===== src/rtl/pbf_pkg.sv =====
// ----------------------------------------------------------------------------
// pbf_pkg : shared types and constants of the packet block framer
// Command format passed from the front end to the byte sequencer, opcode
// codes, sequencer phases and the fixed block layout constants.
// ----------------------------------------------------------------------------
package pbf_pkg;

  // input opcodes
  localparam logic OP_START = 1'b0;
  localparam logic OP_DATA  = 1'b1;

  // Enhanced Packet Block layout
  localparam logic [31:0] EPB_TYPE        = 32'h0000_0006;
  localparam logic [15:0] EPB_OVERHEAD    = 16'd32;   // header + trailer bytes
  localparam logic [4:0]  HDR_LAST_IDX    = 5'd27;    // 28 header bytes
  localparam logic [1:0]  TRL_LAST_IDX    = 2'd3;     // 4 trailer bytes
  localparam logic [16:0] ALIGN_MASK      = 17'd3;
  localparam logic [15:0] MAX_BLOCK_RESET = 16'd65532;

  typedef enum logic {
    CMD_HEADER = 1'b0,
    CMD_DATA   = 1'b1
  } cmd_kind_t;

  typedef enum logic [1:0] {
    SQ_BODY    = 2'd0,
    SQ_PAD     = 2'd1,
    SQ_TRAILER = 2'd2
  } seq_phase_t;

  // one queued command: a header run or one payload byte, optionally
  // followed by padding and the trailing total length
  typedef struct packed {
    cmd_kind_t   kind;
    logic [7:0]  data;
    logic [31:0] ts;
    logic [15:0] cap;
    logic [15:0] orig;
    logic [15:0] total;
    logic        tail;
    logic [1:0]  pad;
  } cmd_t;

endpackage


===== src/rtl/pbf_front.sv =====
// ----------------------------------------------------------------------------
// pbf_front : input front end
// Takes input beats, holds the frame state and the length limit, works out
// captured and total lengths and pushes one command per beat that makes
// output bytes.
// ----------------------------------------------------------------------------
module pbf_front import pbf_pkg::*; (
  input  logic        clk,
  input  logic        rst_n,
  input  logic        cfg_we,
  input  logic [15:0] cfg_wdata,
  input  logic        in_valid,
  output logic        in_ready,
  input  logic        in_opcode,
  input  logic [15:0] in_frame_length,
  input  logic [31:0] in_capture_ms,
  input  logic [7:0]  in_data_byte,
  input  logic        q_full,
  output logic        q_push,
  output cmd_t        q_cmd
);

  logic [15:0] max_len_r;
  logic [15:0] cap_r, cap_nxt;
  logic [15:0] seen_r, seen_nxt;
  logic [15:0] total_r, total_nxt;
  logic        open_r, open_nxt;

  logic        accept;
  logic [15:0] lim_base, lim, cap_lim;
  logic [16:0] padded;
  logic [15:0] start_cap, start_total;
  logic [15:0] seen_inc;
  logic        data_last;

  assign in_ready = !q_full;
  assign accept   = in_valid && in_ready;

  // limit rounded down to a word, floored at the bare overhead
  assign lim_base = {max_len_r[15:2], 2'b00};
  assign lim      = (lim_base < EPB_OVERHEAD) ? EPB_OVERHEAD : lim_base;
  assign cap_lim  = lim - EPB_OVERHEAD;
  assign padded   = ({1'b0, in_frame_length} + ALIGN_MASK) & ~ALIGN_MASK;

  always_comb begin
    if (padded > {1'b0, cap_lim}) begin
      start_cap   = cap_lim;
      start_total = lim;
    end else begin
      start_cap   = in_frame_length;
      start_total = padded[15:0] + EPB_OVERHEAD;
    end
  end

  assign seen_inc  = seen_r + 16'd1;
  assign data_last = (seen_inc == cap_r);

  always_comb begin
    cap_nxt   = cap_r;
    seen_nxt  = seen_r;
    total_nxt = total_r;
    open_nxt  = open_r;
    q_push    = 1'b0;
    q_cmd     = '0;
    if (accept) begin
      unique case (in_opcode)
        OP_START: begin
          cap_nxt     = start_cap;
          total_nxt   = start_total;
          seen_nxt    = '0;
          open_nxt    = (start_cap != 16'd0);
          q_push      = 1'b1;
          q_cmd.kind  = CMD_HEADER;
          q_cmd.ts    = in_capture_ms;
          q_cmd.cap   = start_cap;
          q_cmd.orig  = in_frame_length;
          q_cmd.total = start_total;
          q_cmd.tail  = (start_cap == 16'd0);
          q_cmd.pad   = 2'd0;
        end
        OP_DATA: begin
          // closed frame: beat is dropped
          if (open_r) begin
            seen_nxt    = seen_inc;
            open_nxt    = !data_last;
            q_push      = 1'b1;
            q_cmd.kind  = CMD_DATA;
            q_cmd.data  = in_data_byte;
            q_cmd.total = total_r;
            q_cmd.tail  = data_last;
            q_cmd.pad   = 2'd0 - cap_r[1:0];
          end
        end
        default: ;
      endcase
    end
  end

  always_ff @(posedge clk) begin
    if (!rst_n) begin
      max_len_r <= MAX_BLOCK_RESET;
      cap_r     <= '0;
      seen_r    <= '0;
      total_r   <= '0;
      open_r    <= 1'b0;
    end else begin
      if (cfg_we) begin
        max_len_r <= cfg_wdata;
      end
      cap_r   <= cap_nxt;
      seen_r  <= seen_nxt;
      total_r <= total_nxt;
      open_r  <= open_nxt;
    end
  end

endmodule


===== src/rtl/pbf_cmd_queue.sv =====
// ----------------------------------------------------------------------------
// pbf_cmd_queue : command queue
// Small FIFO between front end and byte sequencer; head is read directly.
// ----------------------------------------------------------------------------
module pbf_cmd_queue import pbf_pkg::*; #(
  parameter int DEPTH = 4
) (
  input  logic clk,
  input  logic rst_n,
  input  logic push,
  input  cmd_t push_cmd,
  output logic full,
  output logic head_valid,
  output cmd_t head_cmd,
  input  logic pop
);

  localparam int PW = (DEPTH > 1) ? $clog2(DEPTH) : 1;
  localparam int CW = $clog2(DEPTH + 1);

  cmd_t          mem [DEPTH];
  logic [PW-1:0] wr_ptr_r, wr_ptr_nxt;
  logic [PW-1:0] rd_ptr_r, rd_ptr_nxt;
  logic [CW-1:0] count_r, count_nxt;
  logic          do_push, do_pop;

  assign full       = (count_r == CW'(DEPTH));
  assign head_valid = (count_r != '0);
  assign head_cmd   = mem[rd_ptr_r];
  assign do_push    = push && !full;
  assign do_pop     = pop && head_valid;

  always_comb begin
    wr_ptr_nxt = wr_ptr_r;
    rd_ptr_nxt = rd_ptr_r;
    count_nxt  = count_r;
    if (do_push) begin
      wr_ptr_nxt = (wr_ptr_r == PW'(DEPTH - 1)) ? '0 : wr_ptr_r + PW'(1);
    end
    if (do_pop) begin
      rd_ptr_nxt = (rd_ptr_r == PW'(DEPTH - 1)) ? '0 : rd_ptr_r + PW'(1);
    end
    priority if (do_push && !do_pop) begin
      count_nxt = count_r + CW'(1);
    end else if (do_pop && !do_push) begin
      count_nxt = count_r - CW'(1);
    end
  end

  always_ff @(posedge clk) begin
    if (do_push) begin
      mem[wr_ptr_r] <= push_cmd;
    end
  end

  always_ff @(posedge clk) begin
    if (!rst_n) begin
      wr_ptr_r <= '0;
      rd_ptr_r <= '0;
      count_r  <= '0;
    end else begin
      wr_ptr_r <= wr_ptr_nxt;
      rd_ptr_r <= rd_ptr_nxt;
      count_r  <= count_nxt;
    end
  end

endmodule


===== src/rtl/pbf_back.sv =====
// ----------------------------------------------------------------------------
// pbf_back : byte sequencer
// Expands the queue head into bytes (header, payload, padding, trailer) and
// drives the registered output channel, one byte per cycle when not stalled.
// ----------------------------------------------------------------------------
module pbf_back import pbf_pkg::*; (
  input  logic       clk,
  input  logic       rst_n,
  input  logic       head_valid,
  input  cmd_t       head_cmd,
  output logic       pop,
  output logic       out_valid,
  input  logic       out_ready,
  output logic [7:0] out_byte,
  output logic       out_block_end
);

  seq_phase_t  phase_r, phase_nxt;
  logic [4:0]  cnt_r, cnt_nxt;
  logic        out_valid_r, out_valid_nxt;
  logic [7:0]  out_byte_r, byte_nxt;
  logic        out_end_r, end_nxt;
  logic        load, go;
  logic [31:0] hdr_word;
  logic [31:0] sel_word;
  logic [7:0]  sel_byte;

  assign load = !out_valid_r || out_ready;
  assign go   = load && head_valid;

  // header word by index
  always_comb begin
    unique case (cnt_r[4:2])
      3'd0:    hdr_word = EPB_TYPE;
      3'd1:    hdr_word = {16'd0, head_cmd.total};
      3'd4:    hdr_word = head_cmd.ts;
      3'd5:    hdr_word = {16'd0, head_cmd.cap};
      3'd6:    hdr_word = {16'd0, head_cmd.orig};
      default: hdr_word = 32'd0;   // interface id, timestamp high
    endcase
  end

  assign sel_word = (phase_r == SQ_TRAILER) ? {16'd0, head_cmd.total} : hdr_word;

  // little-endian byte lane
  always_comb begin
    unique case (cnt_r[1:0])
      2'd0: sel_byte = sel_word[7:0];
      2'd1: sel_byte = sel_word[15:8];
      2'd2: sel_byte = sel_word[23:16];
      2'd3: sel_byte = sel_word[31:24];
      default: sel_byte = 8'd0;
    endcase
  end

  always_comb begin
    phase_nxt = phase_r;
    cnt_nxt   = cnt_r;
    pop       = 1'b0;
    byte_nxt  = 8'd0;
    end_nxt   = 1'b0;
    if (go) begin
      unique case (phase_r)
        SQ_BODY: begin
          if (head_cmd.kind == CMD_HEADER) begin
            byte_nxt = sel_byte;
          end else begin
            byte_nxt = head_cmd.data;
          end
          if (head_cmd.kind == CMD_HEADER && cnt_r != HDR_LAST_IDX) begin
            cnt_nxt = cnt_r + 5'd1;
          end else begin
            cnt_nxt = '0;
            if (head_cmd.tail) begin
              phase_nxt = (head_cmd.pad != 2'd0) ? SQ_PAD : SQ_TRAILER;
            end else begin
              pop = 1'b1;
            end
          end
        end
        SQ_PAD: begin
          if (cnt_r[1:0] == head_cmd.pad - 2'd1) begin
            cnt_nxt   = '0;
            phase_nxt = SQ_TRAILER;
          end else begin
            cnt_nxt = cnt_r + 5'd1;
          end
        end
        SQ_TRAILER: begin
          byte_nxt = sel_byte;
          if (cnt_r[1:0] == TRL_LAST_IDX) begin
            end_nxt   = 1'b1;
            pop       = 1'b1;
            cnt_nxt   = '0;
            phase_nxt = SQ_BODY;
          end else begin
            cnt_nxt = cnt_r + 5'd1;
          end
        end
        default: begin
          phase_nxt = SQ_BODY;
          cnt_nxt   = '0;
        end
      endcase
    end
  end

  assign out_valid_nxt = load ? head_valid : out_valid_r;

  always_ff @(posedge clk) begin
    if (!rst_n) begin
      phase_r     <= SQ_BODY;
      cnt_r       <= '0;
      out_valid_r <= 1'b0;
    end else begin
      phase_r     <= phase_nxt;
      cnt_r       <= cnt_nxt;
      out_valid_r <= out_valid_nxt;
    end
  end

  always_ff @(posedge clk) begin
    if (go) begin
      out_byte_r <= byte_nxt;
      out_end_r  <= end_nxt;
    end
  end

  assign out_valid     = out_valid_r;
  assign out_byte      = out_byte_r;
  assign out_block_end = out_end_r;

endmodule


===== src/rtl/pcapng_packet_block_framer.sv =====
// ----------------------------------------------------------------------------
// pcapng_packet_block_framer : pcapng Enhanced Packet Block writer
// Wraps captured frames as Enhanced Packet Blocks, emitted as a byte stream.
// ----------------------------------------------------------------------------
// A start beat (opcode 0) carries frame length and a millisecond timestamp
// and produces the 28-byte header: type 6, total length, interface 0,
// timestamp high 0, timestamp low, captured length, original length. Data
// beats (opcode 1) pass one byte each until the captured length is reached;
// the beat with the last byte also produces zero padding to a 4-byte
// boundary and the repeated total length, with out_block_end high on its
// final byte. The captured length is cut so the block never exceeds
// max_block_length (rounded down to a word, floored at 32); data beats with
// no open frame are dropped, and a start beat abandons any open frame.
// The output sequencer emits one byte per cycle while out_ready accepts it;
// a payload beat yields one byte, a start beat 28 bytes (32 for an empty
// capture) and the closing data beat 5 to 8 bytes. The input is accepted
// one beat per cycle while the QUEUE_DEPTH-entry command queue has room;
// a header run stalls the input once the queue has filled behind it.
// An accepted beat is held in the command queue, then in the output register.
// max_block_length is written through cfg_we/cfg_wdata and resets to 65532;
// write it only while the block is idle.
// ----------------------------------------------------------------------------
module pcapng_packet_block_framer import pbf_pkg::*; #(
  parameter int QUEUE_DEPTH = 4
) (
  input  logic        clk,
  input  logic        rst_n,
  // configuration: max_block_length
  input  logic        cfg_we,
  input  logic [15:0] cfg_wdata,
  // input channel
  input  logic        in_valid,
  output logic        in_ready,
  input  logic        in_opcode,
  input  logic [15:0] in_frame_length,
  input  logic [31:0] in_capture_ms,
  input  logic [7:0]  in_data_byte,
  // result channel
  output logic        out_valid,
  input  logic        out_ready,
  output logic [7:0]  out_byte,
  output logic        out_block_end
);

  // front end -> queue
  logic q_full;
  logic q_push;
  cmd_t q_cmd;

  // queue -> sequencer
  logic head_valid;
  cmd_t head_cmd;
  logic pop;

  // front end: frame state, length math, one command per productive beat
  pbf_front u_front (
    .clk             (clk),
    .rst_n           (rst_n),
    .cfg_we          (cfg_we),
    .cfg_wdata       (cfg_wdata),
    .in_valid        (in_valid),
    .in_ready        (in_ready),
    .in_opcode       (in_opcode),
    .in_frame_length (in_frame_length),
    .in_capture_ms   (in_capture_ms),
    .in_data_byte    (in_data_byte),
    .q_full          (q_full),
    .q_push          (q_push),
    .q_cmd           (q_cmd)
  );

  // decouples input from the byte-rate output side
  pbf_cmd_queue #(
    .DEPTH (QUEUE_DEPTH)
  ) u_queue (
    .clk        (clk),
    .rst_n      (rst_n),
    .push       (q_push),
    .push_cmd   (q_cmd),
    .full       (q_full),
    .head_valid (head_valid),
    .head_cmd   (head_cmd),
    .pop        (pop)
  );

  // back end: expands commands into bytes, registered output
  pbf_back u_back (
    .clk           (clk),
    .rst_n         (rst_n),
    .head_valid    (head_valid),
    .head_cmd      (head_cmd),
    .pop           (pop),
    .out_valid     (out_valid),
    .out_ready     (out_ready),
    .out_byte      (out_byte),
    .out_block_end (out_block_end)
  );

endmodule


===== config.mk =====
export PLATFORM = sky130hd
export DESIGN_NAME = pcapng_packet_block_framer
export DESIGN_NICKNAME = d
export VERILOG_FILES = /design/src/rtl/pbf_pkg.sv /design/src/rtl/pbf_front.sv /design/src/rtl/pbf_cmd_queue.sv /design/src/rtl/pbf_back.sv /design/src/rtl/pcapng_packet_block_framer.sv
export SDC_FILE = /design/constraint.sdc
export NUM_CORES = 1
export LEC_CHECK = 0
export BUFFER_PORTS_ARGS = -buffer_cell sky130_fd_sc_hd__buf_2
export CAP_MARGIN = 20
export CORE_MARGIN = 4
export CORE_UTILIZATION = 60
export CTS_BUF_LIST = sky130_fd_sc_hd__clkbuf_8
export DETAILED_ROUTE_END_ITERATION = 16
export PLACE_DENSITY = 0.78
export SYNTH_ARGS = -nofsm -noshare
export SYNTH_HDL_FRONTEND = slang
export SYNTH_SLANG_ARGS = --single-unit

===== constraint.sdc =====
create_clock -name clk -period 5.65 [get_ports clk]
set_clock_uncertainty 0.05 [all_clocks]
set_input_delay 0.2825 -clock clk [delete_from_list [all_inputs] [get_ports clk]]
set_output_delay 0.2825 -clock clk [all_outputs]
set_load 0.005 [all_outputs]

=== Yosys cells after proc, flatten, opt, wreduce, memory -nomap -nowiden ===
Memories as Yosys holds them, arrays and structs flattened. A register that Yosys moved wholly into a read port is not among the register bits.
Index checks and enable logic that the tools add are counted.

* Mux-type cells: 45
* Reduce and logical (&&, ||, !) cells: 24
* $add $sub $neg: 11
* Equal/unequal tests: 20
* $lt $le $gt $ge: 2
* Bitwise operators: 2

{| class="wikitable"
|+ Operators by type and width
! kind !! count
|-
| 32-bit one-hot mux with 5 select lines || 1
|-
| 92-bit 2-to-1 mux || 1
|-
| 16-bit 2-to-1 mux || 4
|-
| 64-bit 2-to-1 mux || 1
|-
| 19-bit one-hot mux with 2 select lines || 1
|-
| 32-bit 2-to-1 mux || 1
|-
| 16-bit one-hot mux with 2 select lines || 1
|-
| 8-bit one-hot mux with 4 select lines || 1
|-
| 19-bit 2-to-1 mux || 1
|-
| 2-bit 2-to-1 mux || 9
|-
| 16-bit by 2-bit adder with 17-bit output (second input constant) || 1
|-
| 17-bit by 16-bit > comparator with 1-bit output || 1
|-
| 16-bit by 1-bit adder with 16-bit output (second input constant) || 1
|-
| 16-bit by 6-bit adder with 16-bit output (second input constant) || 1
|-
| 16-bit equality test || 1
|-
| 16-bit logical NOT || 1
|-
| 16-bit by 6-bit less-than comparator with 1-bit output (second input constant) || 1
|-
| 8-bit 2-to-1 mux || 2
|-
| 8-bit one-hot mux with 2 select lines || 1
|-
| 16-bit nonzero test || 1
|-
| 16-bit by 6-bit subtractor with 16-bit output (second input constant) || 1
|-
| 5-bit 2-to-1 mux || 3
|-
| 5-bit one-hot mux with 3 select lines || 1
|-
| 3-bit equality test (second input constant) || 4
|-
| other kinds (28) || 63
|}

* Memory bits (writable): 368
* Output and inout bits: 11
* Memories: 1
* Bits of input ports: 78
* Register bits after elaboration: 89
* Word-level logic and storage cells: 118

{| class="wikitable"
|+ Memories
! memory !! words !! width !! rd ports !! clocked after memory_dff !! wr ports !! line !! text
|-
| u_queue.mem || 4 || 92 || 1 || 1 || 1 || pbf_cmd_queue.sv:21 || <nowiki>cmd_t mem [DEPTH];</nowiki>
|}

=== Longest topological paths before layout ===
* Depth in word-level cells: 9
* Gate-level depth with buffers: 21
* Mapped depth without buffers: 18

=== Cells and area by module ===
A second synthesis with hierarchy kept.

* Cells, all modules: 1410
* Area, all modules: 20548.5 um2

{| class="wikitable"
|+ By module, submodules not included
! module !! area an instance (um2) !! cells each !! sequential area each (um2) !! times used
|-
| pbf_cmd_queue || 13753.2 || 531 || 11230.8 || 1
|-
| pbf_front || 4888.4 || 651 || 1221.2 || 1
|-
| pbf_back || 1906.8 || 228 || 430.4 || 1
|}

=== Worst setup path before layout ===
OpenSTA, ideal clock, no wires.

* Path kind: flip-flop to flip-flop
* Start point: register u_front.max_len_r[5]
* End point: memory u_queue.mem[0][9] (netlist bit), data pin
* Path slack: 1.263 ns
* Clock period less this slack: 4.387 ns
* Arrival: 4.057 ns
* Required time: 5.320 ns
* Setup time: 0.280 ns
* Stages on the path, launching flop included: 18
* Path buffers: 2
* Cells stage by stage: dfxtp_1 or4_1 nor4_2 nor2_1 ha_1 nor3b_1 and2_1 xnor2_1 ha_1 a21oi_1 a21boi_0 or3b_1 o21ai_1 and2_1 clkbuf_1 buf_2 mux2i_1 o21ai_1

{| class="wikitable"
|+ RTL lines
! what !! line !! text
|-
| start: declaration || pbf_front.sv:23 || <nowiki>logic [15:0] max_len_r;</nowiki>
|-
| start signal: assignment || pbf_front.sv:108 || <nowiki>max_len_r <= cfg_wdata;</nowiki>
|-
| end: declaration || pbf_cmd_queue.sv:21 ||
|}

==> PnR_summary.wiki <==
{| class="wikitable"
! Metric !! Value
|-
| Result of the run || complete, no violations
|-
| Rows || 66
|-
| Count of cells resized by post-cts repair || 0
|-
| Number of buffers created by CTS || 73
|-
| Nature of the critical path startpoint || register
|-
| Wire length per cell after detailed routing || 23.0 um
|-
| Vias in the first global route || 12900
|-
| TritonRoute pass-1 iters || 6
|-
| Number of distinct library cells after synthesis || 71
|-
| Y dimension of the die || 190 um
|-
| Total half-perimeter wirelength after legalization and detailed placement || 30500 um
|-
| Post-synthesis net count || 1530
|-
| Flip-flop cell with the highest count after synthesis || sky130_fd_sc_hd__edfxtp_1
|-
| Clock Latency Late Sink || 610 ps
|-
| Arrival @ worst endpoint || 5600 ps
|-
| Setup Crit Path Kind || reg2reg
|-
| Final core occ || 0.688
|-
| Final Slew Violations || 0
|-
| Clock Pin Slew Worst Setup and Hold Paths || 60 ps
|-
| Hold Crit Class || in2reg
|-
| Transition time at the pin with the least slew margin || 870 ps
|-
| Peak fanout along the critical path || 8
|-
| Starting utilization of the core area || 0.611
|-
| Width of the die || 190 um
|-
| RD Place Congestion || 0.922
|-
| Clock Sink Count || 447
|-
| Grt total ovfl || 0
|-
| Post-Syn Area || 0.0199 mm^2
|-
| Power density relative to cell area || 371 mW/mm^2
|-
| Global router's overall resource usage || 0.266
|-
| Root Driver || sky130_fd_sc_hd__clkbuf_8
|-
| Number of ports placed on the die boundary || 89
|-
| Leak pwr || 7.95 nW
|-
| Number of instances in the synthesized netlist || 1422
|-
| Endpoint class of the critical path || register
|-
| Internal power consumption || 0.00595 W
|-
| Net total in the final layout || 1655
|-
| Sequential-to-total area share from yosys stat || 0.635
|-
| Number of maximum-capacitance violations || 0
|-
| First-pass GRT wire length || 73600 um
|-
| Setup slack on the worst flop-to-flop path || 430 ps
|-
| Async set-reset flop share out of synthesis || 0
|-
| TritonCTS clock tree || built
|-
| Net switching power || 0.00238 W
|-
| Setup Viol. Count Final || 0
|-
| Cell area after layout || 0.0224 mm^2
|-
| Area of the die || 0.0362 mm^2
|-
| Placed cell area || 0.0208 mm^2
|-
| Remaining max-slew budget at the tightest pin || 0.419
|-
| Core Area || 0.0326 mm^2
|-
| Growth of design area from synthesis to finish || 12.7%
|-
| Required time of the critical path || 6030 ps
|-
| Power share of the clock group || 0.310
|-
| Number of remaining DRC errors || 0
|-
| Share of the cycle needed by the critical path after routing || 0.924
|-
| Sequential cell fraction of total power || 0.489
|-
| Peak supply drop || 0.000191 V
|-
| Detailed-route wire length || 47200 um
|-
| Via density per instance || 6.19
|-
| PortBufs || 86
|-
| Final total negative setup slack || 0 ps
|-
| Antenna violations before repair || 1
|-
| RSZ-0062 raised after global routing || false
|-
| YS warnings || 0
|-
| Flip-flop and latch count after synthesis || 447
|-
| Endpoints failing hold || 0
|-
| Switching Fraction || 0.285
|-
| Time the worst path needs with I/O delays and setup || 5220 ps
|-
| Vias || 12700
|-
| Maximum clock insertion buffer count || 3
|-
| Count of H-tree levels built during CTS || 3
|-
| Fraction of layout instances using a drive strength above 1 || 0.190
|-
| Residual antenna-violating net count after detailed routing || 0
|-
| EDFF count, synth || 369
|-
| Maximum number of pins on one net before global-route repair || 91
|-
| Number of DRC violations after detailed-routing iteration 0 || 1280
|-
| Number of antenna cells inserted || 0
|-
| Avg Synthesized Cell Area || 14.0 um^2
|-
| Combinational fraction of design power || 0.201
|-
| Max Clock Freq || 0.192 GHz
|}
[worst paths after layout]
check                                                         from  depth (start not counted)                               end
worst max register to register  u_front.max_len_r[12]$_SDFFE_PN1P_                         19       u_queue.mem[1][2]$_DFFE_PP_
worst min-delay path                             in_capture_ms[28]                          2      u_queue.mem[3][79]$_DFFE_PP_
worst min register to register    u_front.total_r[10]$_SDFFE_PN0P_                          2  u_front.total_r[10]$_SDFFE_PN0P_
worst max-delay path            u_front.max_len_r[12]$_SDFFE_PN1P_                         19       u_queue.mem[1][2]$_DFFE_PP_
[critical path, cell delays in order (launching register included)]
cell                       delay, ps
sky130_fd_sc_hd__dfxtp_1         510
sky130_fd_sc_hd__nor3_1          110
sky130_fd_sc_hd__nand2b_1        160
sky130_fd_sc_hd__nor4_2           70
sky130_fd_sc_hd__nor2_1          210
sky130_fd_sc_hd__ha_1            220
sky130_fd_sc_hd__nor3b_1         440
sky130_fd_sc_hd__nand2_1         170
sky130_fd_sc_hd__or3_1           340
sky130_fd_sc_hd__xor2_1          170
sky130_fd_sc_hd__ha_1            190
sky130_fd_sc_hd__a21o_1          170
sky130_fd_sc_hd__a21oi_1         170
sky130_fd_sc_hd__or3b_1          360
sky130_fd_sc_hd__o21ai_1         380
sky130_fd_sc_hd__a21oi_1         250
sky130_fd_sc_hd__a22o_1          250
sky130_fd_sc_hd__a211oi_1        330
sky130_fd_sc_hd__buf_4           180
sky130_fd_sc_hd__o221a_1         290
[metal layers]
| metal | track usage | routed length [um] | share of wire | vias up |
|---|---|---|---|---|
| li1 | - | - | - | 5714 |
| met4 | 0.0997 | 1430 | 0.030 | 2 |
| met1 | 0.367 | 19100 | 0.40 | 6280 |
| met5 | 0.0110 | 52 | 0.0011 | - |
| met3 | 0.0508 | 3690 | 0.078 | 92 |
| met2 | 0.427 | 22900 | 0.49 | 592 |
[power by group through the flow]
stage	registers, W	logic, W	clock network (W)
after floorplan	0.00407	0.00119	0
final	0.00407	0.00168	0.00258
after CTS	0.00407	0.00168	0.00263
after detailed placement	0.00414	0.00165	0
after global placement	0.00412	0.00162	0
after global routing	0.00410	0.00182	0.00279
[cells by family after synthesis]
logic type,Yosys count,synth area share
buffers and inverters,119,0.0247
muxes,125,0.119
adders and majority gates,30,0.0192
xor gates and xnor gates,56,0.0246
and+or+nand+nor,409,0.102
AOI/OAI and AO/OA,236,0.0754
DFF,447,0.635
[flip-flops by register name, summed over array words and instances (netlist names), named ones only]
register and count:
u_queue.mem 360, u_back.out_valid 1, u_front.seen_r 16, u_queue.count_r 3, u_back.out_byte 8, u_back.out_block_end 1, u_front.total_r 14, u_front.open_r 1
u_front.cap_r 16, u_back.cnt_r 5, u_front.max_len_r 14, u_back.phase_r 2, u_queue.wr_ptr_r 2, u_queue.rd_ptr_r 2
[cell type report]
type | instances | area, um^2
clock buffers | 78 | 1070
fillers | 2234 | 10200
multi-input cells | 856 | 6790
clock inverters | 55 | 273
repair buffers | 142 | 996
inverters | 27 | 101
well taps | 442 | 553
flip-flops and latches | 447 | 12600
[repair_timing]
item / 4_1_cts / 5_1_grt
hold endpoints to repair: 78 / 0
endpoints found under the setup margin: 0 / 0
buffers inserted: 0 / 0
hold buffers: 33 / 0
[per-stage QoR]
step                      setup slack [ps]  total power, W  hold slack (ps)  cells
after detailed placement               449         0.00579              407   1881
after floorplan                       1260         0.00526              361   1422
after global placement                 513         0.00574              392   1881
after CTS                              414         0.00838             1.89   2047
final                                  429         0.00833             21.0   2047
after global routing                  39.2         0.00871             25.8   2047
[cell usage after synthesis (all sizes together), types with 23 or more instances]
cell	n	area, um^2
edfxtp	369	11100
nand2	118	443
nor2	92	345
mux4	90	2030
dfxtp	78	1560
a21oi	71	355
clkbuf	69	260
and3	56	350
o21ai	55	275
xnor2	38	333
mux2i	33	330
and2	32	200
ha	29	363
nand3	28	140
inv	27	101
a22oi	23	173
buf	23	130
[cell usage in the layout (no fill, tap or decap), types with 9 or more instances in the layout]
master,Yosys,final
sky130_fd_sc_hd__mux2i_1,33,33
sky130_fd_sc_hd__clkinv_1,0,18
sky130_fd_sc_hd__o211ai_1,9,9
sky130_fd_sc_hd__nor2_1,92,91
sky130_fd_sc_hd__buf_2,11,86
sky130_fd_sc_hd__dfxtp_1,78,76
sky130_fd_sc_hd__nor2b_1,10,10
sky130_fd_sc_hd__a21oi_1,71,71
sky130_fd_sc_hd__xor2_1,18,18
sky130_fd_sc_hd__nor4_1,10,10
sky130_fd_sc_hd__and3_1,56,56
sky130_fd_sc_hd__inv_1,26,49
sky130_fd_sc_hd__mux4_2,90,90
sky130_fd_sc_hd__nand2b_1,9,9
sky130_fd_sc_hd__nor3_1,17,17
sky130_fd_sc_hd__nand4_1,11,11
sky130_fd_sc_hd__dlygate4sd3_1,0,33
sky130_fd_sc_hd__o21ai_0,30,30
sky130_fd_sc_hd__clkbuf_8,0,78
sky130_fd_sc_hd__a22o_1,10,10
sky130_fd_sc_hd__buf_4,6,18
sky130_fd_sc_hd__and2_1,32,28
sky130_fd_sc_hd__o21a_1,9,9
sky130_fd_sc_hd__o21ai_1,25,25
sky130_fd_sc_hd__a22oi_1,23,23
sky130_fd_sc_hd__ha_1,29,29
sky130_fd_sc_hd__nand3_1,28,28
sky130_fd_sc_hd__xnor2_1,38,38
sky130_fd_sc_hd__a211oi_1,15,15
sky130_fd_sc_hd__edfxtp_1,369,369
sky130_fd_sc_hd__nand2_1,118,118
No activity file was read; power rests on OpenSTA's default activity.
